$ cat src/hw/rtl/assert_macros.svh
// ----------------------------------------------------------------------------
// Assertion macros
// Shorthand for clocked implication checks, disabled while in reset.
// ----------------------------------------------------------------------------
`ifndef ASSERT_MACROS_SVH
`define ASSERT_MACROS_SVH

// The consequent must hold in the same cycle as the antecedent.
`define ASSERT_IMPLIES(lbl, clk, rst_n, ante, cons) \
    lbl: assert property (@(posedge clk) disable iff (!rst_n) (ante) |-> (cons)) \
        else $error("assertion failed");

// The consequent must hold in the cycle after the antecedent.
`define ASSERT_NEXT(lbl, clk, rst_n, ante, cons) \
    lbl: assert property (@(posedge clk) disable iff (!rst_n) (ante) |=> (cons)) \
        else $error("assertion failed");

`endif

$ cat src/hw/rtl/wcp_pkg.sv
// ----------------------------------------------------------------------------
// WAV chunk header parser package
// Status codes, chunk tags, header marks and the result record.
// ----------------------------------------------------------------------------
package wcp_pkg;

    localparam logic [1:0] ST_OK         = 2'd0;
    localparam logic [1:0] ST_BAD_HEADER = 2'd1;
    localparam logic [1:0] ST_NO_CHUNK   = 2'd2;

    localparam logic [31:0] RIFF_MARK = 32'h5249_4646;
    localparam logic [31:0] WAVE_MARK = 32'h5741_5645;
    localparam logic [31:0] TAG_FMT   = 32'h666D_7420;
    localparam logic [31:0] TAG_DATA  = 32'h6461_7461;

    typedef struct packed {
        logic        valid;
        logic [1:0]  status;
        logic [15:0] audio_format;
        logic [15:0] channels;
        logic [31:0] sample_rate;
        logic [15:0] bits_per_sample;
        logic [31:0] data_size;
        logic [31:0] data_offset;
    } result_t;

    function automatic logic [7:0] mark_byte(input logic [31:0] mark, input logic [1:0] idx);
        logic [31:0] shifted;
        shifted = mark >> {~idx, 3'b000};
        return shifted[7:0];
    endfunction

endpackage

$ cat src/hw/rtl/wcp_parse.sv
// ----------------------------------------------------------------------------
// WAV chunk header parser core
// Holds the parse state and works out the effect of each byte combinationally.
// ----------------------------------------------------------------------------
module wcp_parse (
    input  logic              clk,
    input  logic              rst_n,
    input  logic              step,
    input  logic [7:0]        data_byte,
    input  logic              last,
    output wcp_pkg::result_t  res
);

    logic [31:0] byte_offset_reg, byte_offset_next;
    logic [31:0] chunk_tag_reg, chunk_tag_next;
    logic [31:0] chunk_length_reg, chunk_length_next;
    logic [4:0]  chunk_position_reg, chunk_position_next;
    logic        fmt_seen_reg, fmt_seen_next;
    logic [15:0] format_code_reg, format_code_next;
    logic [15:0] channel_count_reg, channel_count_next;
    logic [31:0] rate_value_reg, rate_value_next;
    logic [15:0] sample_bits_reg, sample_bits_next;
    logic        result_given_reg, result_given_next;

    logic [31:0] offset_inc;
    logic [31:0] length_merged;
    logic [31:0] length_dec;
    logic [3:0]  body_idx;
    logic        give;
    logic [1:0]  give_status;

    assign offset_inc    = (byte_offset_reg == 32'hFFFF_FFFF) ? byte_offset_reg
                                                               : byte_offset_reg + 32'd1;
    assign length_merged = chunk_length_reg
                         | ({24'd0, data_byte} << {chunk_position_reg[1:0], 3'b000});
    assign length_dec    = chunk_length_reg - 32'd1;
    assign body_idx      = chunk_position_reg[3:0] - 4'd8;

    always_comb
    begin
        byte_offset_next    = offset_inc;
        chunk_tag_next      = chunk_tag_reg;
        chunk_length_next   = chunk_length_reg;
        chunk_position_next = chunk_position_reg;
        fmt_seen_next       = fmt_seen_reg;
        format_code_next    = format_code_reg;
        channel_count_next  = channel_count_reg;
        rate_value_next     = rate_value_reg;
        sample_bits_next    = sample_bits_reg;
        result_given_next   = result_given_reg;
        give                = 1'b0;
        give_status         = wcp_pkg::ST_OK;

        if (!result_given_reg)
        begin
            if (byte_offset_reg < 32'd12)
            begin
                if (byte_offset_reg < 32'd4)
                begin
                    if (data_byte != wcp_pkg::mark_byte(wcp_pkg::RIFF_MARK,
                                                        byte_offset_reg[1:0]))
                    begin
                        give        = 1'b1;
                        give_status = wcp_pkg::ST_BAD_HEADER;
                    end
                end
                else if (byte_offset_reg >= 32'd8)
                begin
                    if (data_byte != wcp_pkg::mark_byte(wcp_pkg::WAVE_MARK,
                                                        byte_offset_reg[1:0]))
                    begin
                        give        = 1'b1;
                        give_status = wcp_pkg::ST_BAD_HEADER;
                    end
                end
            end
            else if (chunk_position_reg < 5'd4)
            begin
                chunk_tag_next      = {chunk_tag_reg[23:0], data_byte};
                chunk_position_next = chunk_position_reg + 5'd1;
            end
            else if (chunk_position_reg < 5'd8)
            begin
                chunk_length_next   = length_merged;
                chunk_position_next = chunk_position_reg + 5'd1;
                if (chunk_position_reg == 5'd7)
                begin
                    if (chunk_tag_reg == wcp_pkg::TAG_DATA)
                    begin
                        give        = 1'b1;
                        give_status = fmt_seen_reg ? wcp_pkg::ST_OK : wcp_pkg::ST_NO_CHUNK;
                    end
                    else
                    begin
                        if (chunk_tag_reg == wcp_pkg::TAG_FMT)
                        begin
                            fmt_seen_next = 1'b1;
                        end
                        if (length_merged == 32'd0)
                        begin
                            chunk_position_next = 5'd0;
                            chunk_tag_next      = 32'd0;
                        end
                    end
                end
            end
            else
            begin
                if (chunk_tag_reg == wcp_pkg::TAG_FMT && chunk_position_reg < 5'd24)
                begin
                    case (body_idx)
                        4'd0:    format_code_next[7:0]   = data_byte;
                        4'd1:    format_code_next[15:8]  = data_byte;
                        4'd2:    channel_count_next[7:0] = data_byte;
                        4'd3:    channel_count_next[15:8] = data_byte;
                        4'd4:    rate_value_next[7:0]    = data_byte;
                        4'd5:    rate_value_next[15:8]   = data_byte;
                        4'd6:    rate_value_next[23:16]  = data_byte;
                        4'd7:    rate_value_next[31:24]  = data_byte;
                        4'd14:   sample_bits_next[7:0]   = data_byte;
                        4'd15:   sample_bits_next[15:8]  = data_byte;
                        default: ;
                    endcase
                end
                chunk_length_next = length_dec;
                if (length_dec == 32'd0)
                begin
                    chunk_position_next = 5'd0;
                    chunk_tag_next      = 32'd0;
                end
                else if (chunk_position_reg != 5'd31)
                begin
                    chunk_position_next = chunk_position_reg + 5'd1;
                end
            end

            if (!give && last)
            begin
                give        = 1'b1;
                give_status = (byte_offset_reg < 32'd11) ? wcp_pkg::ST_BAD_HEADER
                                                         : wcp_pkg::ST_NO_CHUNK;
            end
        end

        if (give)
        begin
            result_given_next = 1'b1;
        end

        if (last)
        begin
            byte_offset_next    = 32'd0;
            chunk_tag_next      = 32'd0;
            chunk_length_next   = 32'd0;
            chunk_position_next = 5'd0;
            fmt_seen_next       = 1'b0;
            format_code_next    = 16'd1;
            channel_count_next  = 16'd0;
            rate_value_next     = 32'd0;
            sample_bits_next    = 16'd0;
            result_given_next   = 1'b0;
        end
    end

    always_comb
    begin
        res        = '0;
        res.valid  = give;
        res.status = give_status;
        if (give_status == wcp_pkg::ST_OK)
        begin
            res.audio_format    = format_code_reg;
            res.channels        = channel_count_reg;
            res.sample_rate     = rate_value_reg;
            res.bits_per_sample = sample_bits_reg;
            res.data_size       = length_merged;
            res.data_offset     = offset_inc;
        end
    end

    always_ff @(posedge clk or negedge rst_n)
    begin
        if (!rst_n)
        begin
            byte_offset_reg    <= 32'd0;
            chunk_tag_reg      <= 32'd0;
            chunk_length_reg   <= 32'd0;
            chunk_position_reg <= 5'd0;
            fmt_seen_reg       <= 1'b0;
            format_code_reg    <= 16'd1;
            channel_count_reg  <= 16'd0;
            rate_value_reg     <= 32'd0;
            sample_bits_reg    <= 16'd0;
            result_given_reg   <= 1'b0;
        end
        else if (step)
        begin
            byte_offset_reg    <= byte_offset_next;
            chunk_tag_reg      <= chunk_tag_next;
            chunk_length_reg   <= chunk_length_next;
            chunk_position_reg <= chunk_position_next;
            fmt_seen_reg       <= fmt_seen_next;
            format_code_reg    <= format_code_next;
            channel_count_reg  <= channel_count_next;
            rate_value_reg     <= rate_value_next;
            sample_bits_reg    <= sample_bits_next;
            result_given_reg   <= result_given_next;
        end
    end

endmodule

$ cat src/hw/rtl/wav_chunk_header_parser.sv
// ----------------------------------------------------------------------------
// WAV chunk header parser
// The block takes one file byte per cycle, unless stalled, into an input
// register, and the parse logic behind it handles that byte; a result item
// it causes is registered in an output register. Each file gives exactly
// one result item, with the format fields and the data chunk size and offset
// when the header is good. Input is stalled only while the buffered byte
// would give a result and the output register still holds an item that the
// far side is stalling; otherwise bytes flow at one per cycle.
// ----------------------------------------------------------------------------
`include "assert_macros.svh"

module wav_chunk_header_parser (
    input  logic        clk,
    input  logic        rst_n,
    input  logic        in_valid,
    output logic        in_stall,
    input  logic [7:0]  data_byte,
    input  logic        last,
    output logic        out_valid,
    input  logic        out_stall,
    output logic [1:0]  status,
    output logic [15:0] audio_format,
    output logic [15:0] channels,
    output logic [31:0] sample_rate,
    output logic [15:0] bits_per_sample,
    output logic [31:0] data_size,
    output logic [31:0] data_offset
);

    logic             in_valid_reg;
    logic [7:0]       byte_reg;
    logic             last_reg;
    logic             out_valid_reg;
    wcp_pkg::result_t res;
    wcp_pkg::result_t res_reg;
    logic             advance;

    wcp_parse u_parse (
        .clk       (clk),
        .rst_n     (rst_n),
        .step      (advance),
        .data_byte (byte_reg),
        .last      (last_reg),
        .res       (res)
    );

    assign advance  = in_valid_reg && (!res.valid || !out_valid_reg || !out_stall);
    assign in_stall = in_valid_reg && !advance;

    always_ff @(posedge clk or negedge rst_n)
    begin
        if (!rst_n)
        begin
            in_valid_reg  <= 1'b0;
            out_valid_reg <= 1'b0;
        end
        else
        begin
            if (!in_stall)
            begin
                in_valid_reg <= in_valid;
            end
            if (advance && res.valid)
            begin
                out_valid_reg <= 1'b1;
            end
            else if (!out_stall)
            begin
                out_valid_reg <= 1'b0;
            end
        end
    end

    always_ff @(posedge clk)
    begin
        if (in_valid && !in_stall)
        begin
            byte_reg <= data_byte;
            last_reg <= last;
        end
        if (advance && res.valid)
        begin
            res_reg <= res;
        end
    end

    assign out_valid       = out_valid_reg;
    assign status          = res_reg.status;
    assign audio_format    = res_reg.audio_format;
    assign channels        = res_reg.channels;
    assign sample_rate     = res_reg.sample_rate;
    assign bits_per_sample = res_reg.bits_per_sample;
    assign data_size       = res_reg.data_size;
    assign data_offset     = res_reg.data_offset;

    `ASSERT_IMPLIES(a_stall_only_when_full, clk, rst_n, in_stall, out_valid && out_stall)
    `ASSERT_IMPLIES(a_error_fields_zero, clk, rst_n, out_valid && status != wcp_pkg::ST_OK, audio_format == 16'd0 && data_size == 32'd0 && data_offset == 32'd0)
    `ASSERT_IMPLIES(a_ok_offset_min, clk, rst_n, out_valid && status == wcp_pkg::ST_OK, data_offset >= 32'd28)

endmodule
$ cat config.mk
export PLATFORM = sky130hd
export DESIGN_NAME = wav_chunk_header_parser
export DESIGN_NICKNAME = d
export VERILOG_FILES = /design/src/hw/rtl/wcp_pkg.sv /design/src/hw/rtl/wcp_parse.sv /design/src/hw/rtl/wav_chunk_header_parser.sv
export VERILOG_INCLUDE_DIRS = /design/src /design/src/hw/rtl
export SDC_FILE = /design/constraint.sdc
export NUM_CORES = 1
export LEC_CHECK = 0
export ABC_AREA = 1
export BUFFER_PORTS_ARGS = -buffer_cell sky130_fd_sc_hd__clkbuf_2
export CAP_MARGIN = 20
export CORE_AREA = 2 2 240 242
export DETAILED_ROUTE_END_ITERATION = 10
export DIE_AREA = 0 0 242 244
export GPL_TIMING_DRIVEN = 0
export PLACE_DENSITY = 0.58
export SYNTH_ARGS = -nofsm -noshare
export SYNTH_HDL_FRONTEND = slang
export SYNTH_SLANG_ARGS = --single-unit
$ cat constraint.sdc
create_clock -name clk -period 14.6 [get_ports clk]
set_clock_uncertainty 0.15 [all_clocks]
set_input_delay 0.73 -clock clk [delete_from_list [all_inputs] [get_ports clk]]
set_output_delay 0.73 -clock clk [all_outputs]
set_load 0.02 [all_outputs]
# After elaboration in Yosys (flattened, before gate mapping)
# Index checks and enable logic that the tools add are counted.
[totals]
output_inout_bits = 148
inputBits = 13
elab_cells = 215
reg_bits = 340
[classes]
bitwise = 2
muxes = 97
magnitude_cmp = 7
addsub = 4
shift = 3
reduce_logical = 50
eq_ne = 25
[ops]
columns = ["cell", "count"]
rows = [
  ["32-bit 2-to-1 mux", 22],
  ["16-bit 2-to-1 mux", 18],
  ["8-bit 2-to-1 mux", 10],
  ["7-bit AND reduction", 11],
  ["32-bit by 31-bit == test with 1-bit output, second input constant", 2],
  ["32-bit logical NOT", 2],
  ["32-bit by 4-bit less-than comparator with 1-bit output, second input constant", 2],
  ["31-bit by 5-bit >> shifter with 8-bit output, first input constant", 2],
  ["5-bit 2-to-1 mux", 10],
  ["32-bit by 1-bit adder with 32-bit output, second input constant", 1],
  ["32-bit == test, second input constant", 1],
  ["32-bit by 4-bit greater-or-equal comparator with 1-bit output, second input constant", 1],
  ["32-bit by 3-bit less-than comparator with 1-bit output, second input constant", 1],
  ["32-bit bitwise OR", 1],
  ["8-bit by 5-bit << shifter with 32-bit output", 1],
  ["32-bit by 1-bit subtractor with 32-bit output, second input constant", 1],
  ["2-bit nonzero test", 15],
  ["1-bit 2-to-1 mux", 26],
  ["2-bit 2-to-1 mux", 11],
  ["4-bit by 3-bit == test with 1-bit output, second input constant", 4],
  ["8-bit inequality test", 2],
  ["4-bit by 3-bit inequality test with 1-bit output, second input constant", 3],
  ["2-bit inequality test, second input constant", 5],
  ["4-bit by 2-bit == test with 1-bit output, second input constant", 2],
  ["other kinds (21)", 34],
]

# Longest topological paths before layout
[depth]
word_depth = 20
mapped_depth = 18
ltp_nobuf = 18

# Modules after synthesis
# From an unflattened synthesis, not the netlist that was laid out.
[unflattened]
hier_cells = 1875
area_unflattened_um2 = 16193.0
[modules_own_cells]
columns = ["module", "area_each_um2", "instances", "cells_per_inst"]
rows = [
  ["wcp_parse", 11432.2, 1, 1706],
  ["wav_chunk_header_parser", 4760.8, 1, 169],
]

# Least setup slack after synthesis
# Ideal clock, no wire load.
[synth_timing]
kind = "register to register"
start = "reg u_parse.byte_offset_reg[1]"
end = "reg res_reg, in the netlist audio_format[0] (enable)"
setup_slack_ns = 9.170
synth_period_minus_slack_ns = 5.430
path_buffers = 1
t_arrival_ns = 4.781
path_stages_with_launch = 18
cell_sequence = "dfrtp_1 -> inv_1 -> ha_1 -> inv_1 -> nand2_1 -> nand3_1 -> nor3_1 -> nand3_1 -> nand2_1 -> clkinv_1 -> nand2_2 -> nand3_2 -> nand3_2 -> nand2_4 -> inv_2 -> buf_2 -> nand2_1 -> inv_1"
[synth_via]
elab_chain_cells = 17
word_cells_on_any_way = 23
[synth_rtl]
columns = ["item", "line", "source"]
rows = [
  ["start: declaration", "wcp_parse.sv:14", "logic [31:0] byte_offset_reg, byte_offset_next;"],
  ["start signal: assignment", "wcp_parse.sv:198", "byte_offset_reg <= byte_offset_next;"],
  ["2-bit NOT", "wcp_pkg.sv:29", "shifted = mark >> {~idx, 3'b000};"],
  ["31-bit by 5-bit >> shifter with 8-bit output", "wcp_pkg.sv:29", ""],
  ["8-bit inequality test", "wcp_parse.sv:69", "if (data_byte != wcp_pkg::mark_byte(wcp_pkg::WAVE_MARK,"],
  ["1-bit 2-to-1 mux", "wcp_parse.sv:69", ""],
  ["1-bit 2-to-1 mux", "wcp_parse.sv:67", "else if (byte_offset_reg >= 32'd8)"],
  ["1-bit 2-to-1 mux", "wcp_parse.sv:58", "if (byte_offset_reg < 32'd4)"],
  ["1-bit 2-to-1 mux (*)", "wcp_parse.sv:56", "if (byte_offset_reg < 32'd12)"],
  ["1-bit 2-to-1 mux (*)", "wcp_parse.sv:54", "if (!result_given_reg)"],
  ["1-bit logical NOT", "wcp_parse.sv:137", "if (!give && last)"],
  ["1-bit logical AND", "wcp_parse.sv:137", ""],
  ["1-bit 2-to-1 mux (*)", "wcp_parse.sv:137", ""],
  ["1-bit 2-to-1 mux (*)", "wcp_parse.sv:54", ""],
  ["1-bit logical NOT", "wav_chunk_header_parser.sv:48", "assign advance = in_valid_reg && (!res.valid || !out_valid_reg || !out_stall);"],
  ["1-bit logical OR (2 in series)", "wav_chunk_header_parser.sv:48", ""],
  ["1-bit logical AND", "wav_chunk_header_parser.sv:48", ""],
  ["1-bit logical AND (*)", "wav_chunk_header_parser.sv:82", "if (advance && res.valid)"],
  ["end signal: assignment", "wav_chunk_header_parser.sv:84", "res_reg <= res;"],
  ["end: declaration", "wav_chunk_header_parser.sv:36", "wcp_pkg::result_t res_reg;"],
]
# Mark *: on every way between the ends. The rest lies on a longest branch, timed or not. The select of a mux whose other input is x is not followed.
# A chain may end at the register's enable or synchronous reset.

# Worst setup path in the final report
[layout_timing]
start = "reg u_parse.byte_offset_reg[1]"
end = "reg res_reg, in the netlist channels[2] (enable)"
# Same word-level chain as after synthesis.

==> key figures <==
Pwr
  • Pwr/cell area: 224 mW/mm^2
  • Leakage: 9.07 nW
  • Seq pwr share: 0.353
  • Max IR drop VDD: 0.0000872 V
  • Comb pwr share: 0.420
  • Sw frac: 0.441
  • NetSw: 1.98 mW
  • Clock Power Share: 0.227
  • Internal power: 2.50 mW

Run
  • Max_cap viols: 0

STA
  • Worst-Margin Slew: 930 ps
  • RSZ-0062 raised after global routing: no
  • Fin Setup TNS: 0 ps
  • Relative slew slack: 0.377
  • Final Hold Viols: 0
  • Final Max Slew Viols: 0
  • Final setup violation count: 0
  • Post-route minimum period: 4100 ps
  • Part of the cycle the worst path needs: 0.281
  • Timing-limited maximum frequency: 244 MHz

Yosys
  • Post-Syn Area: 0.0168 mm^2
  • Ranking of synthesized cells by area: edfxtp_1, dfrtp_1, nand2_1
  • Syn_area_per_cell: 8.37 um^2
  • Syn_nets: 2032
  • Yosys warns: 0
  • Yosys reg bits: 340
  • Post-synth ARST share: 0.544
  • Largest area contributor in the netlist: edfxtp_1
  • Top_reg_cell synth: dfrtp_1
  • Register area share after synthesis: 0.553
  • Share of the synthesized area in the top cell type: 0.277
  • Count of cell types in the netlist: 46
  • Number of flops mapped to enable cells by yosys: 155
  • Cells after Synth: 2008

GRT
  • Largest net degree at the start of global routing: 98
  • Number of antenna violations at the first check in global routing: 0
  • Gr ovfl total: 0
  • Vias in the first global route: 13800
  • Total GRT Usage: 0.179
  • First-pass GRT wire length: 82.1 mm

Finish
  • FF+latch area: 0.00929 mm^2
  • Layout cells sized above 1: 0.152
  • Multi-input gate area: 0.00614 mm^2
  • Area Growth Syn to Fin: 19.1%
  • ANT cells: 0
  • Fin cells: 3006
  • Nets@finish: 2243
  • Most frequent cells in the layout: nand2_1, nor2_1, inv_1
  • Fill cell count: 5861
  • Most common cell after layout, fill and taps aside: nand2_1

Clock tree
  • Clk buf depth: 3
  • Number of clock sinks: 340
  • CTS root buf: clkbuf_16
  • TritonCTS clock tree: done
  • CTS buffer count: 40
  • Post-CTS sizing: 0
  • Setup Buffers After CTS: 0
  • CTS Hold Bufs: 0
  • CTS clk-pin slew, worst paths: 60 ps
  • Clk_lat worst skew: 570 ps
  • H-tree depth: 2

Floorplan
  • Width of the die: 242 um
  • Core box area: 0.0562 mm^2
  • Die ar.: 0.0590 mm^2
  • Die height: 244 um
  • I/O pin count: 161
  • Starting Density: 0.299
  • Cell row count: 87

Placed design
  • Placed Instances: 2933
  • Gpl congestion: 0.933
  • I/O Buffers: 160
  • Post-DP HPWL: 39.4 mm

Route
  • Via count: 14100
  • DR pass1 iterations: 7
  • WL final: 52.9 mm
  • Initial DRC Count: 1246
  • DR WL/cell: 17.6 um
  • Routed Antenna Nets: 0
  • Vias per inst: 4.68
  • Drt drc: 0

Setup path
  • CP arrival: 4140 ps
  • Worst Path Max Fanout: 88
  • Startpoint types: flip-flop
  • CP Class: flip-flop to flip-flop
  • Critical path required time: 14630 ps
  • Endpoint type of the worst setup path: flip-flop
  • Worst Reg-to-Reg Cells: 18

Outcome
  • Status: complete, no violations

Worst hold path
  • Worst hold-check path type: primary input to asynchronous set/reset pin
==> area by class of cell <==
cell class / instances / share of cell area
clock inverters: 26 / 0.0126
inverters: 268 / 0.0506
well taps: 756 / 0.0473
plain buffers: 61 / 0.0181
repair buffers: 169 / 0.0470
flip-flops and latches: 340 / 0.464
multi-input cells: 1339 / 0.307
clock buffers: 47 / 0.0529
==> per-stage QoR <==
stage	total power, mW	hold slack (ps)	worst slack (ps)	area [um^2]	util
final	4.48	108	10500	20000	0.356
after detailed placement	3.48	308	10500	18700	0.333
after global routing	4.79	158	10250	20000	0.356
after floorplan	2.83	284	9170	16800	-
after CTS	4.52	122	10450	20000	0.356
after global placement	3.49	303	7250	18500	0.330
==> power by group through the flow <==
stage	combinational, mW	clock, mW	sequential (mW)
2_1_floorplan	1.10	0	1.73
3_3_place_gp	1.87	0	1.62
3_5_place_dp	1.88	0	1.60
4_1_cts	1.89	1.05	1.58
5_1_grt	2.09	1.08	1.62
6_report	1.88	1.02	1.58
==> worst paths after layout <==
| kind | from | to | slack, ps |
|---|---|---|---|
| hold / removal | rst_n | u_parse.chunk_length_reg[14] | 110 |
| setup / recovery | u_parse.byte_offset_reg[1] | channels[2] | 10500 |
| setup reg to reg | u_parse.byte_offset_reg[1] | channels[2] | 10500 |
| hold reg to reg | u_parse.format_code_reg[0] | u_parse.format_code_reg[0] | 320 |
| min in group clk | data_byte[3] | byte_reg[3] | 190 |
| max in group asynchronous | rst_n | u_parse.rate_value_reg[9] | 13200 |
==> cell families (layout without fill, tap and decap cells) <==
logic type | Yosys count | count (layout) | share of synthesized area
AND/OR/NAND/NOR | 1111 | 1111 | 0.283
flip-flops | 340 | 340 | 0.553
buffers and inverters | 329 | 571 | 0.0815
AO/OA/AOI/OAI | 195 | 195 | 0.0636
XOR/XNOR | 22 | 22 | 0.0115
adder cells (fa/ha/maj) | 11 | 11 | 0.00819
==> synth_stat cells, types with 2 or more instances <==
library cell,instances
edfxtp_1,155
a31oi_1,4
nor3_2,2
xor2_1,20
or2_2,3
buf_6,10
clkinv_1,2
nand2_2,8
nor4_1,6
o21ai_1,44
o21ai_2,4
o21ai_0,76
nand4_1,35
xnor2_1,2
buf_2,28
inv_1,258
o22ai_1,47
dfrtp_1,184
nor2_1,303
o31ai_1,3
inv_2,8
nand3_1,96
nor2_2,14
nand2_1,589
nor3_1,12
nand3_2,3
ha_1,11
nand3b_1,11
nand2_4,4
a21oi_1,15
nor2_4,18
clkbuf_1,15
buf_4,5
==> critical path: stages, from the launching register on <==
cell	delay, ps
dfrtp_1	450
inv_1	180
ha_1	230
inv_1	70
nand2_1	60
nand3_1	80
nor3_1	170
nand3_1	90
nand2_1	70
clkinv_1	60
nand2_2	90
nand3_2	80
nand3_2	120
nand2_4	140
inv_2	220
buf_2	300
nand2_1	190
inv_6	440
buf_16	390
==> layer usage <==
| layer | vias to the layer above | track usage | wire length, um |
|---|---|---|---|
| li1 | 6839 | - | - |
| met1 | 6634 | 0.247 | 24100 |
| met2 | 490 | 0.280 | 23700 |
| met3 | 98 | 0.0308 | 3280 |
| met4 | 0 | 0.0664 | 1720 |
| met5 | - | 0 | 0 |
(Power assumes the default switching activity.)
